### src/design/sfc_pkg.sv
// Package of shared widths, register indexes, types and constants for sphere frustum culling.
`default_nettype none
package sfc_pkg;
  localparam int CoordW   = 21;
  localparam int RadW     = 20;
  localparam int FracBits = 8;
  localparam int DirW     = 16;
  localparam int DiffW    = 23;
  localparam int ProdW    = DiffW + DirW;
  localparam int DotW     = 40;
  localparam int EffW     = 35;
  localparam int TanW     = 16;
  localparam int DistW    = 20;
  localparam int CfgW     = 63;
  localparam int CfgIdxW  = 3;
  localparam int InDataW  = 88;
  localparam int OutDataW = 8;
  localparam logic [14:0] Sqrt3Q14 = 15'd28378;

  typedef enum logic [CfgIdxW-1:0] {
    REG_CAM_POS  = 3'd0,
    REG_VIEW_DIR = 3'd1,
    REG_RIGHT    = 3'd2,
    REG_UP       = 3'd3,
    REG_TAN_X    = 3'd4,
    REG_TAN_Y    = 3'd5,
    REG_NEAR     = 3'd6,
    REG_FAR      = 3'd7
  } cfg_reg_e;

  typedef logic signed [DiffW-1:0] diff_t;
  typedef logic signed [DotW-1:0]  dot_t;
endpackage
`default_nettype wire

### src/design/sfc_dot3.sv
// Two-stage pipelined dot product of a difference vector with a packed Q1.14 direction.
`default_nettype none
module sfc_dot3 import sfc_pkg::*; (
  input  wire logic          clk_i,
  input  wire logic          en_i,
  input  wire diff_t         d0_i,
  input  wire diff_t         d1_i,
  input  wire diff_t         d2_i,
  input  wire logic [47:0]   vec_i,
  output dot_t               dot_o
);
  logic signed [ProdW-1:0] p0_q, p1_q, p2_q;
  dot_t                    dot_q;

  always_ff @(posedge clk_i) begin
    if (en_i) begin
      p0_q  <= d0_i * $signed(vec_i[15:0]);
      p1_q  <= d1_i * $signed(vec_i[31:16]);
      p2_q  <= d2_i * $signed(vec_i[47:32]);
      dot_q <= DotW'(p0_q) + DotW'(p1_q) + DotW'(p2_q);
    end
  end

  assign dot_o = dot_q;
endmodule
`default_nettype wire

### config.mk
export PLATFORM = sky130hd
export DESIGN_NAME = sfc_dot3
export DESIGN_NICKNAME = d
export VERILOG_FILES = /design/src/design/sfc_pkg.sv /design/src/design/sfc_dot3.sv
export SDC_FILE = /design/constraint.sdc
export NUM_CORES = 2
export LEC_CHECK = 0
export ABC_AREA = 1
export BUFFER_PORTS_ARGS = -buffer_cell sky130_fd_sc_hd__buf_4
export CAP_MARGIN = 20
export CORE_AREA = 2 2 419 421
export DETAILED_ROUTE_END_ITERATION = 8
export DIE_AREA = 0 0 421 423
export HOLD_SLACK_MARGIN = 0.03
export PLACE_DENSITY_LB_ADDON = 0.15
export SYNTH_ARGS = -nofsm -noshare
export SYNTH_HDL_FRONTEND = slang
export SYNTH_SLANG_ARGS = --single-unit
### constraint.sdc
create_clock -name clk_i -period 12.75 [get_ports clk_i]
set_input_delay 0.6375 -clock clk_i [delete_from_list [all_inputs] [get_ports clk_i]]
set_output_delay 0.6375 -clock clk_i [all_outputs]
set_load 0.05 [all_outputs]
== After elaboration in Yosys (flattened, before gate mapping) ==
Cells that the tools add are included.

* Bits of input ports: 119
* Logic and storage cells: 9
* Output and inout port bits: 40
* Register bits: 157

* Multipliers: 3
* $add $sub $neg: 2

{| class="wikitable"
|+ Operators by type and width
! cell !! count
|-
| multiplier 23 x 16 -> 39 bit || 3
|-
| adder 39 x 39 -> 40 bit || 1
|-
| adder 40 x 39 -> 40 bit || 1
|}

== Depth between registers and ports, before layout ==
* Word-level depth: 2
* Gate-level depth with buffers: 29
* Gate-level depth less buffers: 27

== Worst setup path after synthesis ==
OpenSTA, ideal clock, no wires.

* Kind: input to register
* Start: in d0_i[13]
* End: reg p0_q[28], data pin
* Setup time: 0.252 ns
* Stages on the path: 25
* Path slack: 6.940 ns
* Arrival time: 5.558 ns
* Data required time: 12.498 ns
* Buffers on the path: 2
* Path through: clkbuf_1 > clkbuf_1 > nand2_1 > fa_1 > inv_1 > fa_1 > inv_1 > fa_1 > inv_1 > fa_1 > fa_1 > inv_1 > fa_1 > inv_1 > ha_1 > nand2_1 > inv_1 > a21oi_1 > nor2_1 > nor2_1 > nor2_1 > nor2_1 > nand2_1 > nand2_1 > nand2_1

* Word-level cells in the longest chain between the ends: 1

{| class="wikitable"
|+ Ends and longest elaborated chain
! what !! RTL line !! text
|-
| start: declaration || sfc_dot3.sv:6 || <nowiki>input wire diff_t d0_i,</nowiki>
|-
| multiplier 23 x 16 -> 39 bit || sfc_dot3.sv:17 || <nowiki>p0_q <= d0_i * $signed(vec_i[15:0]);</nowiki>
|-
| end signal: assignment || sfc_dot3.sv:17 ||
|-
| end: declaration || sfc_dot3.sv:12 || <nowiki>logic signed [ProdW-1:0] p0_q, p1_q, p2_q;</nowiki>
|}

Every way passes these cells.
A chain may end at the register's enable or synchronous reset.

== Worst setup path in the final report ==
* Start: in vec_i[4]
* End: reg p0_q[37], data pin

* Word-level cells in the longest chain between the ends: 1

{| class="wikitable"
|+ Ends and longest elaborated chain
! what !! RTL line !! text
|-
| start: declaration || sfc_dot3.sv:9 || <nowiki>input wire logic [47:0] vec_i,</nowiki>
|-
| multiplier 23 x 16 -> 39 bit || sfc_dot3.sv:17 ||
|}

Every way passes these cells.

==> flow_summary.toml <==
[sta]
finalCritPeriodShare_pct = 48.0
worstMarginPinSlew_ns = 0.975
skew_ns = 0.0130
finalCriticalPeriod_ns = 6.12
slew_violations = 0
slew_headroom_pct = 35.0
finalSetupViolCount = 0
clock.fmax_mhz = 163
hold_viol = 0
fin_tns_setup_ns = 0
fin_ws_ns = 6.63
rsz0062_at_grt = "false"

[yosys]
synth-seq-cells = 157
syn_area_per_cell_um2 = 7.72
synth_cell_types = 32
syn_area_mm2 = 0.0518
syn_inst = 6715
ys_top_cells_by_area = "fa_1, inv_1, nand2_1, edfxtp_1, ha_1"
synth-seq-area-share_pct = 9.10
synth_top_cell_by_area = "fa_1"
synth_top_area_share_pct = 43.3
yosys_warnings = 0
synthesis.nets = 8280

[placement]
placed_cell_area_mm2 = 0.0551
port_buffers = 158
dp_hpwl_mm = 132
routabilityCongestion = 0.895
dp_cells = 8983
dp_slack_ns = 6.22

[detailed_routing]
wl_per_cell_um = 17.3
first_pass_iters = 8
avgViaCountPerCell = 4.42
drc = 0
num_vias = 39800
finalWirelength_mm = 156
ant_nets = 0
drt_iter0_drc = 2386

[flow_run]
drv_cap = 0

[final_layout]
fin_nets = 8242
layout_commonest_cell = "inv_1"
stdcell_count = 9014
layout-drive-gt1-share_pct = 3.53
diodes = 0
design_area_mm2 = 0.0557
final_cell_mix = "inv_1, nand2_1, fa_1"
synthToLayoutAreaGrowth_pct = 7.48

[die]
die_w_um = 421
dieArea_mm2 = 0.178
num_io_pins = 159
rows = 153
core_area_mm2 = 0.173
start_util_pct = 29.9
die_y_um = 423

[clock_network]
ctsResizeCount = 0
clock-sinks = 157
postCtsSetupBuffers = 0
hold_buffers = 0
cts-root-buf = "clkbuf_16"
htree_levels = 4
clkTransAtPathRegs_ns = 0.07
cts_tree = "done"
clock_latency_ns = 0.45
cts_made_buffers = 17
cts_buffer_depth = 2

[worst_setup_path]
slowest_stage = "fa_1"
crit_arrival_ns = 6.33
end_kind = "register"
path_class = "primary input to register"
slowest_delay_ns = 0.62
crit_chain = "buf_4, nand2_1, fa_1, inv_1, fa_1, inv_1, fa_1, inv_1, fa_1, inv_1, fa_1, fa_1, inv_1, ha_1, inv_1, o21bai_1, nor2_1, nand2_1, a21oi_1, nand3_1, nand2_1, nand2_1"
worstPathMaxFanout = 23
start_kind = "primary input"
worstPathRequired_ns = 12.96

[global_route]
grt_usage_pct = 18.0
grt_pass1_vias = 43000
grt_overflow_total = 0
antenna_found_initial = 3
grt_max_degree = 86
grt_pass1_wl_mm = 251

[min_path]
min_path_type = "primary input to register"

[outcome]
status = "finished, final reports clean"
==> metrics by stage <==
| stage | hold slack, ns | utilization, % |
|---|---|---|
| 2_1_floorplan | 0.680 | - |
| 3_3_place_gp | 0.798 | 31.8 |
| 3_5_place_dp | 0.777 | 31.8 |
| 4_1_cts | 0.738 | 32.1 |
| 5_1_grt | 0.742 | 32.1 |
| 6_report | 0.726 | 32.1 |
==> layout make-up <==
cell class | instances | area [µm²]
clock buffer | 17 | 425
clock inverter | 14 | 153
fill | 18700 | 118000
inverter | 2036 | 7640
multi-input combinational | 4306 | 38700
sequential | 157 | 4710
tap | 2325 | 2910
timing repair buffer | 159 | 1200
==> critical path: cells and delay by family <==
kind	cells	cell delay (ns)
AO/OA/AOI/OAI	2	0.30
adder cells (fa/ha/maj)	7	3.67
buffers and inverters	7	0.98
AND/OR/NAND/NOR	6	0.73
==> final timing paths <==
kind	from	to	slack, ns	depth (start not counted)
max	vec_i[4]	p0_q[37]	6.63	22
min	en_i	p0_q[0]	0.73	1
max reg2reg	p2_q[1]	dot_o[21]	9.30	14
min reg2reg	p0_q[1]	dot_o[1]	0.77	2
==> cells by family (layout without fill, tap and decap cells) <==
family	Yosys count	after routing	share of synthesized area (%)
compound gates	223	223	2.39
xor+xnor	90	90	1.52
fa+ha+maj	1446	1446	51.1
buf+inv	2252	2226	16.3
flops	157	157	9.10
simple gates	2547	2547	19.5
==> metal layers <==
metal,global-route usage [%],routed length (µm),up-vias
met4,2.75,2360,0
met2,30.4,74500,668
li1,-,-,18900
met1,25.7,74600,20100
met5,0,0,-
met3,1.40,4840,81
==> registers in the layout, indices dropped and copies added (netlist names) <==
register,flops
p2_q,39
dot_o,40
p1_q,39
p0_q,39
==> cells in the mapped netlist <==
cell      number
nand2_2        6
or2_2         15
edfxtp_1     157
o21ai_0       45
o21ai_2        1
nor4_1         1
xnor2_1       13
nor2_2         6
a21oi_1      128
nand2_1     1949
nor3b_2        2
xor2_1        77
o21bai_1      32
nor2_1       310
ha_1         326
nor2_4         1
nand4_1       35
nand3b_1      11
nand2b_1       2
a21o_1        10
nand3_2        5
nor3_1        24
nor3_2         7
o211ai_2       1
and2_1         5
and3_1         5
o21ai_1        4
fa_1        1120
a21oi_2        2
clkbuf_1     216
nand3_1      163
inv_1       2036
Power is left out: the tool's default activity adds up to more than one toggle a clock period on the data nets, which glitch-free logic cannot reach.
